`src/rtl/phr_pkg.sv`:
```
`default_nettype none

package phr_pkg;

   localparam int PAL_COUNT   = 6;
   localparam int PAL_ENTRIES = 8;
   localparam int QUEUE_DEPTH = 4;

   typedef logic [23:0] color_type;

   // request and result payloads
   typedef struct packed {
      logic [7:0] hue;
      logic [7:0] saturation;
      logic [7:0] brightness;
   } req_type;

   typedef struct packed {
      logic [7:0] red;
      logic [7:0] green;
      logic [7:0] blue;
   } rsp_type;

   // interpolated palette color waiting for shading
   typedef struct packed {
      logic [7:0] red;
      logic [7:0] green;
      logic [7:0] blue;
      logic [7:0] saturation;
      logic [7:0] brightness;
   } shade_type;

   localparam logic [2:0] PAL_RAINBOW   = 3'd0;
   localparam logic [2:0] PAL_REORDERED = 3'd1;
   localparam logic [2:0] PAL_SUNNY     = 3'd2;
   localparam logic [2:0] PAL_COLD      = 3'd3;
   localparam logic [2:0] PAL_GREEN     = 3'd4;
   localparam logic [2:0] PAL_FLAG      = 3'd5;

   localparam color_type PAL_ROM [PAL_COUNT][PAL_ENTRIES] = '{
      '{24'hFF0000, 24'hFF8000, 24'hFFFF00, 24'h00FF00,
        24'h00FFFF, 24'h0000FF, 24'h8000FF, 24'hFF0000},
      '{24'h00FFFF, 24'h8000FF, 24'h0000FF, 24'hFFFF00,
        24'h00FF00, 24'hFF8000, 24'hFF0000, 24'h00FFFF},
      '{24'hFFFF00, 24'hFF8000, 24'hFF0000, 24'hFFFF00,
        24'h000000, 24'h000000, 24'h000000, 24'h000000},
      '{24'h00FFFF, 24'h0080FF, 24'h0000FF, 24'h00FFFF,
        24'h000000, 24'h000000, 24'h000000, 24'h000000},
      '{24'h80FF00, 24'hBFFF00, 24'hFFFF00, 24'h80FF00,
        24'h000000, 24'h000000, 24'h000000, 24'h000000},
      '{24'hFFFFFF, 24'h0000FF, 24'hFF0000, 24'hFFFFFF,
        24'h000000, 24'h000000, 24'h000000, 24'h000000}
   };

endpackage

`default_nettype wire

```
`src/rtl/palette_hsv_to_rgb.sv`:
```
// Palette based HSV to RGB conversion.
// Requests enter on req_push/req_full with req_data {hue, saturation, brightness};
// a request is taken on a clock edge with req_push high and req_full low.
// Results leave on rsp_empty/rsp_pop: rsp_data {red, green, blue} shows the
// oldest result while rsp_empty is low and is taken on an edge with rsp_pop high.
// The palette code is written on csr_valid/csr_ready/csr_data (csr_ready is always
// high); codes 6 and 7 fall back to the rainbow palette. Write it only while idle.
// Throughput: one request per cycle while rsp_pop keeps up, set by the interpolation
// stage and the three-stage shading pipeline, each taking an item every unstalled cycle.
// A request passes the front register, the queue, then two multiplier stages with
// a divide by 255 after each, and the result register.
// When rsp_pop stays low the shading pipeline fills, then the queue of
// QUEUE_DEPTH entries, then the front register, and only then req_full rises.
// Reset is synchronous, active high: all stages and the queue empty, the palette
// returns to rainbow. There is no clearing pass.
`default_nettype none

module palette_hsv_to_rgb #(
   parameter int QUEUE_DEPTH = phr_pkg::QUEUE_DEPTH
) (
   input  wire logic                clock,
   input  wire logic                reset,
   input  wire logic                req_push,
   output logic                     req_full,
   input  wire phr_pkg::req_type    req_data,
   output logic                     rsp_empty,
   input  wire logic                rsp_pop,
   output phr_pkg::rsp_type         rsp_data,
   input  wire logic                csr_valid,
   output logic                     csr_ready,
   input  wire logic [2:0]          csr_data
);

   logic                q_push;
   logic                q_full;
   logic                q_valid;
   logic                q_pop;
   phr_pkg::shade_type  q_in_data;
   phr_pkg::shade_type  q_out_data;

   assign csr_ready = 1'b1;

   phr_front u_front (
      .clock     (clock),
      .reset     (reset),
      .csr_valid (csr_valid),
      .csr_data  (csr_data),
      .req_push  (req_push),
      .req_full  (req_full),
      .req_data  (req_data),
      .q_push    (q_push),
      .q_full    (q_full),
      .q_data    (q_in_data)
   );

   phr_queue #(
      .DEPTH (QUEUE_DEPTH)
   ) u_queue (
      .clock     (clock),
      .reset     (reset),
      .push      (q_push),
      .full      (q_full),
      .push_data (q_in_data),
      .valid     (q_valid),
      .pop       (q_pop),
      .pop_data  (q_out_data)
   );

   phr_back u_back (
      .clock     (clock),
      .reset     (reset),
      .q_valid   (q_valid),
      .q_pop     (q_pop),
      .q_data    (q_out_data),
      .rsp_empty (rsp_empty),
      .rsp_pop   (rsp_pop),
      .rsp_data  (rsp_data)
   );

`ifndef SYNTHESIS
   a_reset_empties: assert property (@(posedge clock)
      $past(reset) |-> rsp_empty)
      else $error("result visible right after reset");

   a_queue_consistent: assert property (@(posedge clock) disable iff (reset)
      !(q_full && !q_valid))
      else $error("queue full and empty at once");

   a_push_lands: assert property (@(posedge clock) disable iff (reset)
      q_push |=> q_valid)
      else $error("pushed request missing from queue");

   a_pop_needs_data: assert property (@(posedge clock) disable iff (reset)
      q_pop |-> q_valid)
      else $error("shading stage popped an empty queue");
`endif

endmodule

`default_nettype wire

```
`src/rtl/phr_front.sv`:
```
`default_nettype none

module phr_front (
   input  wire logic                clock,
   input  wire logic                reset,
   input  wire logic                csr_valid,
   input  wire logic [2:0]          csr_data,
   input  wire logic                req_push,
   output logic                     req_full,
   input  wire phr_pkg::req_type    req_data,
   output logic                     q_push,
   input  wire logic                q_full,
   output phr_pkg::shade_type       q_data
);

   logic [2:0]          palette_ff;
   logic [2:0]          palette_in;
   logic                fr_valid_ff;
   logic                fr_valid_in;
   phr_pkg::shade_type  fr_data_ff;
   phr_pkg::shade_type  fr_data_in;

   logic                accept;
   logic [2:0]          pal;
   logic                wide;
   logic [2:0]          sector;
   logic [2:0]          next_idx;
   logic [5:0]          offset;
   phr_pkg::color_type  base_color;
   phr_pkg::color_type  next_color;

   // base + trunc((next - base) / span) * offset, clamped to 0..255
   function automatic logic [7:0] lerp(input logic [7:0] base, input logic [7:0] nxt,
                                       input logic wide_span, input logic [5:0] ofs);
      logic       neg;
      logic [7:0] mag;
      logic [2:0] slope;
      logic [8:0] prod;
      logic [9:0] up;
      logic [8:0] down;
      logic [7:0] res;
      neg   = nxt < base;
      mag   = neg ? (base - nxt) : (nxt - base);
      slope = wide_span ? mag[7:5] : {1'b0, mag[7:6]};
      prod  = 9'(slope) * 9'(ofs);
      up    = 10'(base) + 10'(prod);
      down  = 9'(base) - prod;
      if (neg) begin
         res = (prod > 9'(base)) ? 8'd0 : down[7:0];
      end else begin
         res = (up > 10'd255) ? 8'd255 : up[7:0];
      end
      return res;
   endfunction

   always_comb begin
      palette_in = csr_valid ? csr_data : palette_ff;
      pal        = (palette_ff > phr_pkg::PAL_FLAG) ? phr_pkg::PAL_RAINBOW : palette_ff;
      wide       = (pal == phr_pkg::PAL_RAINBOW) || (pal == phr_pkg::PAL_REORDERED);
      if (wide) begin
         sector   = req_data.hue[7:5];
         offset   = {1'b0, req_data.hue[4:0]};
         next_idx = sector + 3'd1;
      end else begin
         sector   = {1'b0, req_data.hue[7:6]};
         offset   = req_data.hue[5:0];
         next_idx = {1'b0, sector[1:0] + 2'd1};
      end
      base_color = phr_pkg::PAL_ROM[pal][sector];
      next_color = phr_pkg::PAL_ROM[pal][next_idx];

      fr_data_in.red        = lerp(base_color[23:16], next_color[23:16], wide, offset);
      fr_data_in.green      = lerp(base_color[15:8],  next_color[15:8],  wide, offset);
      fr_data_in.blue       = lerp(base_color[7:0],   next_color[7:0],   wide, offset);
      fr_data_in.saturation = req_data.saturation;
      fr_data_in.brightness = req_data.brightness;

      req_full = fr_valid_ff && q_full;
      accept   = req_push && !req_full;
      q_push   = fr_valid_ff && !q_full;
      q_data   = fr_data_ff;

      if (accept) begin
         fr_valid_in = 1'b1;
      end else if (q_push) begin
         fr_valid_in = 1'b0;
      end else begin
         fr_valid_in = fr_valid_ff;
      end
   end

   always_ff @(posedge clock) begin
      if (reset) begin
         palette_ff  <= phr_pkg::PAL_RAINBOW;
         fr_valid_ff <= 1'b0;
      end else begin
         palette_ff  <= palette_in;
         fr_valid_ff <= fr_valid_in;
      end
      if (accept) begin
         fr_data_ff <= fr_data_in;
      end
   end

endmodule

`default_nettype wire

```
`src/rtl/phr_queue.sv`:
```
`default_nettype none

module phr_queue #(
   parameter int DEPTH = phr_pkg::QUEUE_DEPTH
) (
   input  wire logic                clock,
   input  wire logic                reset,
   input  wire logic                push,
   output logic                     full,
   input  wire phr_pkg::shade_type  push_data,
   output logic                     valid,
   input  wire logic                pop,
   output phr_pkg::shade_type       pop_data
);

   localparam int PTR_W = (DEPTH > 1) ? $clog2(DEPTH) : 1;
   localparam int CNT_W = $clog2(DEPTH + 1);

   phr_pkg::shade_type  store_ff [DEPTH];
   logic [PTR_W-1:0]    wr_ptr_ff;
   logic [PTR_W-1:0]    wr_ptr_in;
   logic [PTR_W-1:0]    rd_ptr_ff;
   logic [PTR_W-1:0]    rd_ptr_in;
   logic [CNT_W-1:0]    count_ff;
   logic [CNT_W-1:0]    count_in;
   logic                do_push;
   logic                do_pop;

   always_comb begin
      full     = count_ff == CNT_W'(DEPTH);
      valid    = count_ff != '0;
      do_push  = push && !full;
      do_pop   = pop && valid;
      pop_data = store_ff[rd_ptr_ff];

      wr_ptr_in = wr_ptr_ff;
      if (do_push) begin
         wr_ptr_in = (wr_ptr_ff == PTR_W'(DEPTH - 1)) ? '0 : wr_ptr_ff + PTR_W'(1);
      end
      rd_ptr_in = rd_ptr_ff;
      if (do_pop) begin
         rd_ptr_in = (rd_ptr_ff == PTR_W'(DEPTH - 1)) ? '0 : rd_ptr_ff + PTR_W'(1);
      end
      count_in = count_ff + CNT_W'(do_push) - CNT_W'(do_pop);
   end

   always_ff @(posedge clock) begin
      if (reset) begin
         wr_ptr_ff <= '0;
         rd_ptr_ff <= '0;
         count_ff  <= '0;
      end else begin
         wr_ptr_ff <= wr_ptr_in;
         rd_ptr_ff <= rd_ptr_in;
         count_ff  <= count_in;
      end
      if (do_push) begin
         store_ff[wr_ptr_ff] <= push_data;
      end
   end

endmodule

`default_nettype wire

```
`src/rtl/phr_back.sv`:
```
`default_nettype none

module phr_back (
   input  wire logic                clock,
   input  wire logic                reset,
   input  wire logic                q_valid,
   output logic                     q_pop,
   input  wire phr_pkg::shade_type  q_data,
   output logic                     rsp_empty,
   input  wire logic                rsp_pop,
   output phr_pkg::rsp_type         rsp_data
);

   logic                   v1_ff, v1_in;
   logic                   v2_ff, v2_in;
   logic                   v3_ff, v3_in;
   logic [2:0][15:0]       s1_prod_ff;
   logic [2:0][15:0]       s1_prod_in;
   logic [7:0]             s1_bright_ff;
   logic [2:0][15:0]       s2_prod_ff;
   logic [2:0][15:0]       s2_prod_in;
   logic [2:0][7:0]        s3_color_ff;
   logic [2:0][7:0]        s3_color_in;
   logic [2:0][7:0]        color;
   logic [2:0][7:0]        faded;
   logic                   ready1, ready2, ready3;

   // floor(x / 255) for x up to 255 * 255
   function automatic logic [7:0] div255(input logic [15:0] x);
      logic [16:0] sum;
      sum = 17'(x) + 17'(x[15:8]) + 17'd1;
      return sum[15:8];
   endfunction

   always_comb begin
      color = {q_data.red, q_data.green, q_data.blue};

      ready3 = !v3_ff || rsp_pop;
      ready2 = !v2_ff || ready3;
      ready1 = !v1_ff || ready2;
      q_pop  = q_valid && ready1;

      for (int i = 0; i < 3; i++) begin
         s1_prod_in[i]  = 16'(8'd255 - color[i]) * 16'(q_data.saturation);
         faded[i]       = 8'd255 - div255(s1_prod_ff[i]);
         s2_prod_in[i]  = 16'(faded[i]) * 16'(s1_bright_ff);
         s3_color_in[i] = div255(s2_prod_ff[i]);
      end

      v1_in = ready1 ? q_valid : v1_ff;
      v2_in = ready2 ? v1_ff : v2_ff;
      v3_in = ready3 ? v2_ff : v3_ff;

      rsp_empty      = !v3_ff;
      rsp_data.red   = s3_color_ff[2];
      rsp_data.green = s3_color_ff[1];
      rsp_data.blue  = s3_color_ff[0];
   end

   always_ff @(posedge clock) begin
      if (reset) begin
         v1_ff <= 1'b0;
         v2_ff <= 1'b0;
         v3_ff <= 1'b0;
      end else begin
         v1_ff <= v1_in;
         v2_ff <= v2_in;
         v3_ff <= v3_in;
      end
      if (ready1) begin
         s1_prod_ff   <= s1_prod_in;
         s1_bright_ff <= q_data.brightness;
      end
      if (ready2) begin
         s2_prod_ff <= s2_prod_in;
      end
      if (ready3) begin
         s3_color_ff <= s3_color_in;
      end
   end

endmodule

`default_nettype wire

```
`config.mk`:
```
export PLATFORM = sky130hd
export DESIGN_NAME = palette_hsv_to_rgb
export DESIGN_NICKNAME = d
export VERILOG_FILES = /design/src/rtl/phr_pkg.sv /design/src/rtl/palette_hsv_to_rgb.sv /design/src/rtl/phr_front.sv /design/src/rtl/phr_queue.sv /design/src/rtl/phr_back.sv
export SDC_FILE = /design/constraint.sdc
export NUM_CORES = 1
export LEC_CHECK = 0
export BUFFER_PORTS_ARGS = -buffer_cell sky130_fd_sc_hd__buf_2
export CORE_MARGIN = 2
export CORE_UTILIZATION = 30
export DETAILED_ROUTE_END_ITERATION = 16
export GPL_ROUTABILITY_DRIVEN = 0
export PLACE_DENSITY_LB_ADDON = 0.2
export SYNTH_ARGS = -nofsm -noshare
export SYNTH_HDL_FRONTEND = slang
export SYNTH_HIERARCHICAL = 1
export SYNTH_SLANG_ARGS = --single-unit
```
`constraint.sdc`:
```
create_clock -name clock -period 11.3 [get_ports clock]
set_clock_uncertainty 0.05 [all_clocks]
set_input_delay 0.565 -clock clock [delete_from_list [all_inputs] [get_ports clock]]
set_output_delay 0.565 -clock clock [all_outputs]
set_load 0.005 [all_outputs]
```
# == Yosys cells after proc, flatten, opt, wreduce, memory -nomap -nowiden ==
# Memory sizes are Yosys's and may differ from the RTL's. A register that Yosys moved wholly into a read port is not among the register bits.
# Cells that the tools add are included.
# totals
wordCells,143
rom_bits,1536
out_inout_bits,27
in_bits,32
memories,2
mem_bits_rw,160
regBits,182
# mem_list
name,words,width,read_ports,rd_ports_with_merged_regs,write_ports,line,rtl
(no name shown),8,192,1,0,0,phr_front.sv:69,base_color = phr_pkg::PAL_ROM[pal][sector];
u_queue.store_ff,4,40,1,1,1,phr_queue.sv:19,phr_pkg::shade_type store_ff [DEPTH];
# classes
bitwise,3
reduce_logical,18
muxes,35
n_eq_ne,4
order_cmp,13
multipliers,9
addsub,36
# ops
cell,count
two-way mux 192 bit,2
binary-select mux 24 bit (select 3 bit),2
adder 16 x 1 -> 16 bit (second input constant),6
adder 16 x 8 -> 16 bit,6
two-way mux 24 bit,4
two-way mux 8 bit,12
subtractor 8 bit,9
multiplier 16 x 8 -> 16 bit,3
multiplier 8 x 8 -> 16 bit,3
adder 8 x 9 -> 10 bit,3
> comparator 10 x 8 -> 1 bit (second input constant),3
> comparator 9 x 8 -> 1 bit,3
multiplier 3 x 6 -> 9 bit,3
subtractor 8 x 8 -> 9 bit (first input constant),3
less-than comparator 8 bit,3
subtractor 8 bit (first input constant),3
two-way mux 3 bit,6
greater-or-equal comparator 4 bit (second input constant),3
NOT 3 -> 4 bit,3
two-way mux 2 bit,4
adder 2 x 1 -> 2 bit (second input constant),3
logical AND 1 bit,6
two-way mux 6 bit,1
zero test 1 bit,5
other kinds (12),19

# == Longest topological paths before layout ==
# Gate-level depths: netlist of the first run.
# depth
ltp_word,17
depth_mapped,38
mapped_depth_nobuf,31

# == Modules after synthesis ==
# Netlist of the first run, hierarchy kept.
# by_module_without_submodules
module,cells_each,seq_area_each_um2,n_inst,area_per_inst_um2
phr_back,1890,3903.7,1,18700.4
phr_front,837,1281.2,1,7014.2
phr_queue,260,4984.8,1,6247.2
palette_hsv_to_rgb,2,0.0,1,11.3

# == Worst setup path after synthesis of the first run ==
# OpenSTA, ideal clock, no wires.
# synth_timing
kind,flip-flop to flip-flop
startpoint,reg u_front.palette_ff[0]
endpoint,reg u_front.fr_data_ff (netlist bit u_front/q_data[29]) (data pin)
stages_incl_launch_ff,35
path_slack_ns,2.007
path_buffers,6
period_less_slack_ns,9.293
t_arrival_ns,8.983
required_time_ns,10.990
setup_time_ns,0.260
cell_sequence,dfxtp_1 -> buf_6 -> clkbuf_1 -> and2_1 -> ha_1 -> o21ba_1 -> buf_6 -> o221a_4 -> or2_2 -> clkbuf_1 -> o311ai_0 -> ha_1 -> nand2b_1 -> a211oi_1 -> nor2_1 -> mux2i_1 -> xor2_1 -> clkbuf_1 -> o211ai_1 -> fa_1 -> inv_1 -> ha_1 -> fa_1 -> a21oi_1 -> nor2_1 -> nor2_1 -> xnor2_1 -> ha_1 -> clkbuf_1 -> inv_1 -> a22oi_1 -> o41ai_1 -> or4_1 -> o311ai_1 -> a2bb2o_1
# synth_rtl
element,line,rtl
from (decl),phr_front.sv:16,logic [2:0] palette_ff;
from (signal assigned),phr_front.sv:94,palette_ff <= phr_pkg::PAL_RAINBOW;
from (signal assigned),phr_front.sv:97,palette_ff <= palette_in;
to (signal assigned),phr_front.sv:101,fr_data_ff <= fr_data_in;
to (decl),phr_front.sv:20,phr_pkg::shade_type fr_data_ff;

==> results of run 1 <==
==> cells by family after synthesis <==
family	synth area share [%]
multiplexers	3.73
other	0.0235
AND/OR/NAND/NOR	14.3
buffers and inverters	6.32
XOR/XNOR	3.12
adder cells (fa/ha/maj)	30.1
AO/OA/AOI/OAI	10.6
flip-flops	31.8
==> metal layers <==
layer | GRT usage, % | vias up | routed length (um)
met1 | 17.9 | 10500 | 33700
met3 | 1.74 | 88 | 2190
met2 | 22.6 | 306 | 33600
met4 | 4.11 | 0 | 1810
li1 | - | 10500 | -
met5 | 0 | - | 0
==> state kept, by name, summed over array words and instances (netlist names), named ones only <==
| signal | flops |
|---|---|
| u_queue/wr_ptr_ff | 2 |
| u_front/palette_ff | 3 |
| u_front/q_data | 40 |
| u_queue/store_ff | 160 |
| u_queue/count_ff | 3 |
| u_back/v1_ff | 1 |
| u_back/s2_prod_ff | 48 |
| u_back/rsp_data | 24 |
| u_queue/rd_ptr_ff | 2 |
| u_back/s1_prod_ff | 48 |
| u_back/s1_bright_ff | 8 |
| u_back/v3_ff | 1 |
| u_front/fr_valid_ff | 1 |
| u_back/v2_ff | 1 |
==> worst reg2reg max path, delay by kind of cell (launching register included) <==
family / cells / cell delay (ns)
buffers and inverters: 3 / 0.58
XOR/XNOR: 2 / 0.78
AO/OA/AOI/OAI: 11 / 3.12
flip-flops: 1 / 0.61
AND/OR/NAND/NOR: 6 / 1.84
multiplexers: 1 / 0.29
adder cells (fa/ha/maj): 6 / 2.20
==> worst min-delay path by stage <==
stage | endpoint | slack, ns | from | cells after the start
detailed placement | u_queue/store_ff[0][21] | 0.44 | u_front/q_data[21] | 0
CTS | u_front/q_data[3] | 0.03 | req_data[3] | 1
floorplan | u_queue/store_ff[0][0] | 0.41 | u_front/q_data[0] | 0
finish | u_front/q_data[3] | 0.09 | req_data[3] | 1
global route | u_front/q_data[8] | 0.05 | req_data[8] | 1
global placement | u_queue/store_ff[2][15] | 0.44 | u_front/q_data[15] | 0
==> layout by cell type (no fill, tap or decap), types with 9 or more instances in the layout <==
master     netlist  final
clkinv_1         4     12
xnor2_1         73     73
mux2i_1         23     23
nor2_1         114    114
o221a_2          9      9
nor3b_1         10     10
a21oi_1        123    122
o21a_1          18     18
and2_1         105    105
ha_1           380    380
buf_2           12     57
mux4_2          40     40
o21ai_0         77     77
nor4_1          16     16
nand2b_1       121    121
nand4_1         24     24
a211oi_1        21     21
o211ai_1        30     30
buf_4            5     28
inv_1          429    429
o21bai_1        19     19
dfxtp_1         16     14
edfxtp_1       328    328
clkbuf_16        0     44
and3_1          15     14
nor2b_1        140    139
a21o_1          37     37
xor2_1          39     39
a31oi_1         12     12
nand2_1        132    131
a221oi_1        11     11
nor3_1          48     48
o31ai_1         10     10
nand3_1         49     48
fa_1           243    243
o22ai_1         11     11
or2_2           13     13
==> final cells by class <==
type | count | area [um^2] | area share [%]
multi-input cells | 2126 | 19800 | 56.2
repair buffers | 85 | 495 | 1.40
clock inverters | 27 | 300 | 0.851
well taps | 1391 | 1740 | 4.93
inverters | 433 | 1630 | 4.61
clock buffers | 52 | 1130 | 3.21
flip-flops and latches | 344 | 10200 | 28.8
==> metrics by stage <==
| stage | util, % | area, um^2 |
|---|---|---|
| final | 33.4 | 35300 |
| after global routing | 33.4 | 35300 |
| after CTS | 33.4 | 35300 |
| after detailed placement | 32.1 | 33900 |
| after global placement | 32.1 | 33900 |
| after floorplan | - | 32000 |
==> qor.yml, run 1 <==
hp-class: "input port to flip-flop"
timing.final.hold_violations: 0
worst_r2r_startpoint: "u_front/palette_ff[2]"
fillers: 10700
ff2ff_path_depth: 29
cts_buffer_depth: 3
finalCritPeriodShare_pct: 86.1
numCtsBuffers: 43
antenna_found_initial: 0
syn_area_um2: 32000
worst_pin_slew_ns: 1.10
crit_path_start_kind: "flip-flop"
cp.buffers_inverters: 3
synthArstFlopShare_pct: 0
dpl.cell_count: 4379
first_pass_iters: 5
core_area_um2: 106000
path_clk_slew_ns: 0.06
fin_tns_setup_ns: 0
routed_wl_mm: 71.3
cts_tree: "done"
synth.distinct_cells: 107
hold_buffers: 0
seq_area_frac_synth_pct: 31.8
die_area_um2: 109000
synth-edff-count: 328
insertion_delay_ns: 0.60
routed_via_density: 4.79
cp_num_cells: 29
antenna_left: 0
n_antenna_cell: 0
ff2ff_setup_slack_ns: 1.57
routedWlPerCell_um: 16.0
layoutNonFillerInstCount: 4458
required_ns: 11.56
io_pins: 59
synth_top_cells_by_count: "429 x inv_1, 380 x ha_1, 328 x edfxtp_1"
period_needed_ns: 9.73
cp_max_fo: 17
drc_errors: 0
cap_violations: 0
grt_pass1_vias: 21900
drtIter0Drc: 958
endpoint_kind: "flip-flop"
grt_remaining_overflow: 0
cpMostUsedCell: "ha_1"
yosysMostFrequentCell: "inv_1"
postCtsResizedCells: 0
rsz0062_at_grt: "false"
setup.worst_path.start: "u_front/palette_ff[2]"
die_width_um: 330
place_ws_ns: 1.62
start_util_pct: 30.3
clock-sinks: 344
yosys_warnings: 6
syn_area_per_cell_um2: 10.7
fmaxAchievable_mhz: 103
synth_top_cell_by_area: "edfxtp_1"
synthDominantCellAreaShare_pct: 30.8
drive_above_1_share_pct: 8.48
slew_viol_final: 0
grt_pass1_wl_mm: 118
synthCells: 2989
grtUsageTotal_pct: 13.4
final-setup-viol-count: 0
synth_ff_type: "edfxtp_1"
crit_family: "compound AO/OA/AOI/OAI gates"
hold-worst-slack_ns: 0.0921
vias: 21300
cp-endpoint: "u_front/q_data[29]"
worst_ep_arrival_time_ns: 10.00
die_h_um: 330
place_hpwl_mm: 52.9
port_buffers: 57
cp_slowest_cell: "dfxtp_1"
synthTopCellsByArea: "edfxtp_1 31%, fa_1 15%, ha_1 15%, inv_1 5.0%, mux4_2 2.8%"
outcome: "finished clean"
post_cts_buffers: 0
cts_root_buf: "clkbuf_16"
cpPeakStageDelay_ns: 0.61
grt_max_degree: 58
h-tree-depth: 2
relSlewSlack_pct: 26.7
synth_seq_cells: 344
area_growth_pct: 10.4
r2r-end: "u_front/q_data[29]"
nNetsFinal: 3688
crit_type: "flip-flop to flip-flop"
num_rows: 119
timing.final.ws_setup_ns: 1.57
Power of run 1 is not shown: default switching activity piles up to over one toggle a cycle in this logic, so the estimate is an artifact.
==> run 2: changes to the inputs <==
==> constraint.sdc (replaced) <==
create_clock -name clock -period 11.3 [get_ports clock]
set_clock_uncertainty 0.05 [all_clocks]
set_input_delay 1.13 -clock clock [delete_from_list [all_inputs] [get_ports clock]]
set_output_delay 1.13 -clock clock [all_outputs]
set_load 0.005 [all_outputs]
==> qor.yml, run 2 (synthesized netlist as in run 1, its figures left out) <==
period_needed_ns: 9.60  # -0.132 ns
hold_buffers: 0  # unchanged
slew_viol_final: 0  # unchanged
fin_tns_setup_ns: 0  # unchanged
rsz0062_at_grt: "false"
n_antenna_cell: 0  # unchanged
routed_wl_mm: 71.6  # +0.45%
cap_violations: 0  # unchanged
relSlewSlack_pct: 28.7  # +1.9 points
antenna_found_initial: 0  # unchanged
core_area_um2: 106000  # unchanged
grtUsageTotal_pct: 13.5  # +0.12 points
vias: 21400  # +0.098%
fmaxAchievable_mhz: 104  # +1.4%
crit_type: "flip-flop to flip-flop"
drc_errors: 0  # unchanged
cts_buffer_depth: 3  # unchanged
die_area_um2: 109000  # unchanged
regMostFlops: "u_queue/store_ff"
timing.final.hold_violations: 0  # unchanged
die_h_um: 330  # unchanged
drtIter0Drc: 1081  # +13%
die_width_um: 330  # unchanged
crit_path_start_kind: "flip-flop"
fin_util_pct: 33.3  # -0.17 points
cpPeakStageDelay_ns: 0.70  # +0.09 ns
setup.worst_path.start: "u_front/palette_ff[1]"
cp_max_fo: 22  # +5
cpMostUsedCell: "ha_1"
cts_root_buf: "clkbuf_16"
grt_remaining_overflow: 0  # unchanged
cts_tree: "done"
clock-sinks: 344  # unchanged
fillers: 10700  # +0.30%
final_cell_mix: "429 x inv_1, 380 x ha_1, 328 x edfxtp_1, 243 x fa_1, 139 x nor2b_1"
outcome: "finished clean"
nNetsFinal: 3690  # +0.054%
routed_via_density: 4.80  # +0.21%
ff2ff_setup_slack_ns: 1.70  # +0.13 ns
worst_ep_arrival_time_ns: 10.02  # +0.02 ns
grt_max_degree: 58  # unchanged
hp-class: "flip-flop to flip-flop"
r2r-end: "u_front/q_data[30]"
endpoint_kind: "flip-flop"
start_util_pct: 30.3  # unchanged
area_growth_pct: 9.79
cp_slowest_cell: "nor3_1"
finalCritPeriodShare_pct: 85.0  # -1.2 points
grt_pass1_vias: 22000  # +0.19%
final-setup-viol-count: 0  # unchanged
io_pins: 59  # unchanged
place_hpwl_mm: 52.9  # +0.12%
drive_above_1_share_pct: 8.26  # -0.21 points
h-tree-depth: 2  # unchanged
num_rows: 119  # unchanged
numCtsBuffers: 43  # unchanged
worst_r2r_startpoint: "u_front/palette_ff[1]"
worst_pin_slew_ns: 1.05  # -0.0459 ns
top_regs: "u_queue/store_ff (160), u_back/s1_prod_ff (48), u_back/s2_prod_ff (48)"
largest_reg_flops: 160  # unchanged
port_buffers: 57  # unchanged
post_cts_buffers: 0  # unchanged
first_pass_iters: 5  # unchanged
final_common_cell: "inv_1"
cp-endpoint: "u_front/q_data[30]"
antenna_left: 0  # unchanged
path_clk_slew_ns: 0.06  # about the same
required_ns: 11.72  # +0.16 ns
grt_pass1_wl_mm: 119  # +0.75%
ff2ff_path_depth: 31  # +6.9%
insertion_delay_ns: 0.60  # about the same
routedWlPerCell_um: 16.1  # +0.56%
postCtsResizedCells: 0  # unchanged
[run 2: cell type report]
class,instances,area (um^2),area share (%)
well taps,1391,1740,4.96
inverters,433,1630,4.63
flip-flops and latches,344,10200,29.0
repair buffers,87,510,1.45
clock buffers,49,1100,3.13
clock inverters,23,136,0.389
multi-input cells,2126,19800,56.5
[run 2: critical path, delay by kind of cell (launching register included)]
family          cells  cell delay, ns
xor+xnor            2            0.77
simple gates        7            1.89
mux                 1            0.29
compound gates     12            3.48
buf+inv             3            0.51
flops               1            0.32
fa+ha+maj           6            2.15
[run 2: per-layer routing]
metal | part of all wire [%] | global-route usage, % | vias to the layer above
met3 | 3.2 | 1.90 | 106
met4 | 2.7 | 3.97 | 0
met1 | 47 | 18.0 | 10500
li1 | - | - | 10400
met5 | 0 | 0 | -
met2 | 47 | 22.9 | 321
[run 2: worst min-delay path by stage]
stage / startpoint / endpoint / slack (ns) / cells past startpoint
after CTS: u_front/q_data[0] / u_queue/store_ff[0][0] / 0.45 / 0
after floorplan: u_front/q_data[0] / u_queue/store_ff[0][0] / 0.41 / 0
after global placement: u_queue/rd_ptr_ff[0] / flip-flop / 0.44 / 2
final: u_front/q_data[14] / u_queue/store_ff[0][14] / 0.44 / 0
after global routing: u_front/q_data[29] / u_queue/store_ff[3][29] / 0.48 / 0
after detailed placement: u_front/q_data[39] / u_queue/store_ff[3][39] / 0.43 / 0
[run 2: stage by stage]
stage	hold slack (ns)	instances	area [um^2]	setup WS [ns]
finish	0.443	4453	35100	1.70
global route	0.476	4453	35100	0.941
CTS	0.453	4453	35100	1.82
detailed placement	0.432	4381	33900	1.69
global placement	0.437	4381	33900	1.82
floorplan	0.409	2991	32000	2.01
Power of run 2 is left out for the same reason.
==> run 3: changes to the inputs <==
- clock period: 11.3 -> 8.15 ns (I/O delays scaled with it)
==> qor.yml, run 3 (synthesized netlist as in run 1, its figures left out) <==
outcome: "finished clean"
die_h_um: 330  # unchanged
cp_max_fo: 8  # -64%
final-setup-viol-count: 0  # unchanged
h-tree-depth: 2  # unchanged
core_area_um2: 106000  # unchanged
grt_max_degree: 58  # unchanged
fin_tns_setup_ns: 0  # unchanged
regMostFlops: "u_queue/store_ff"
worst_ep_arrival_time_ns: 7.98  # -2.04 ns
fin_area_um2: 35800  # +1.9%
antenna_found_initial: 0  # unchanged
cp.buffers_inverters: 1  # -2
grt_pass1_wl_mm: 120  # +0.78%
vias: 21300  # -0.22%
clock-sinks: 344  # unchanged
crit_path_start_kind: "flip-flop"
cts_tree: "done"
n_antenna_cell: 0  # unchanged
die_area_um2: 109000  # unchanged
fillers: 10600  # -0.89%
place_hpwl_mm: 54.0  # +2.0%
place_area_um2: 34100  # +0.81%
io_pins: 59  # unchanged
grt_pass1_vias: 22400  # +1.8%
num_rows: 119  # unchanged
timing.final.hold_violations: 0  # unchanged
drtIter0Drc: 1117  # +3.3%
grtUsageTotal_pct: 13.6  # +0.062 points
drive_above_1_share_pct: 10.6  # +2.3 points
insertion_delay_ns: 0.61  # about the same
die_width_um: 330  # unchanged
nNetsFinal: 3726  # +0.98%
routedWlPerCell_um: 16.0  # -0.71%
top_regs: "u_queue/store_ff (160), u_back/s1_prod_ff (48), u_back/s2_prod_ff (48)"
cpMostUsedCell: "nor2_1"
finalCritPeriodShare_pct: 93.4  # +8.4 points
port_buffers: 57  # unchanged
routed_via_density: 4.74  # -1.2%
endpoint_kind: "flip-flop"
cpPeakStageDelay_ns: 0.55  # -0.15 ns
worst_pin_slew_ns: 1.11  # +0.0587 ns
cts_buffer_depth: 3  # unchanged
largest_reg_flops: 160  # unchanged
place_ws_ns: 0.204  # -1.49 ns
cp_slowest_cell: "or4b_4"
fmaxAchievable_mhz: 131  # +26%
crit_type: "flip-flop to flip-flop"
final_cell_mix: "429 x inv_1, 375 x ha_1, 328 x edfxtp_1, 243 x fa_1, 139 x nor2b_1"
slew_viol_final: 0  # unchanged
hp-class: "input port to flip-flop"
cts_root_buf: "clkbuf_16"
grt_remaining_overflow: 0  # unchanged
first_pass_iters: 5  # unchanged
crit_family: "compound AO/OA/AOI/OAI gates"
final_common_cell: "inv_1"
required_ns: 8.52  # -3.20 ns
drc_errors: 0  # unchanged
cap_violations: 0  # unchanged
relSlewSlack_pct: 25.8  # -2.9 points
path_clk_slew_ns: 0.06  # about the same
period_needed_ns: 7.61  # -1.99 ns
ff2ff_setup_slack_ns: 0.54  # -1.16 ns
timing.final.ws_setup_ns: 0.540  # -1.16 ns
antenna_left: 0  # unchanged
start_util_pct: 30.3  # unchanged
numCtsBuffers: 44  # +2.3%
hold_buffers: 0  # unchanged
area_growth_pct: 11.9
routed_wl_mm: 71.8  # +0.25%
## run 3: cell count changes in the layout (fill, tap and decap cells not counted), moves of 4 or more
cell       change
clkinv_1       -7
clkinv_8       +4
bufinv_16      +5
ha_1           -5
clkinv_2       +6
a211oi_2       +4
a211oi_1       -4
buf_4         +34
## run 3: what timing repair did
item,4_1_cts,5_1_grt
gates resized for setup,0,28
buffers inserted,0,1
endpoints found under the setup margin,0,16
## run 3: worst paths after layout
kind / start / endpoint / cells after the start
min reg2reg: u_queue/rd_ptr_ff[0] / flip-flop / 2
max reg2reg: u_front/palette_ff[1] / u_front/q_data[28] / 31
min: req_data[4] / u_front/q_data[4] / 1
max: u_front/palette_ff[1] / u_front/q_data[28] / 31
## run 3: layout make-up
type | count | area, um^2 | area share, %
clock buffer | 48 | 1120 | 3.12
clock inverter | 32 | 365 | 1.02
inverter | 433 | 1630 | 4.54
multi-input combinational | 2126 | 20000 | 55.8
sequential | 344 | 10200 | 28.4
tap | 1391 | 1740 | 4.87
timing repair buffer | 122 | 786 | 2.20
## run 3: metal layers
layer  vias to the layer above  track usage (%)  wire (um)
met5                         -                0          0
met4                         0             4.22       1840
met3                       102             1.62       2050
met2                       300             23.3      34100
met1                     10400             17.9      33800
li1                      10500                -          -
## run 3: worst register-to-register path: cells and delay by family, from the launching register on
kind	cells	cell delay, ns
AND/OR/NAND/NOR	9	1.92
buffers and inverters	1	0.04
adder cells (fa/ha/maj)	6	1.93
AO/OA/AOI/OAI	12	2.48
XOR/XNOR	2	0.54
flip-flops	1	0.32
multiplexers	1	0.19
## run 3: per-stage QoR
step	util, %	cells	hold WS (ns)
floorplan	-	2991	0.409
global placement	32.3	4415	0.433
detailed placement	32.3	4415	0.431
CTS	33.7	4495	0.278
global route	33.9	4496	0.290
finish	33.9	4496	0.330
Power of run 3 is left out for the same reason.
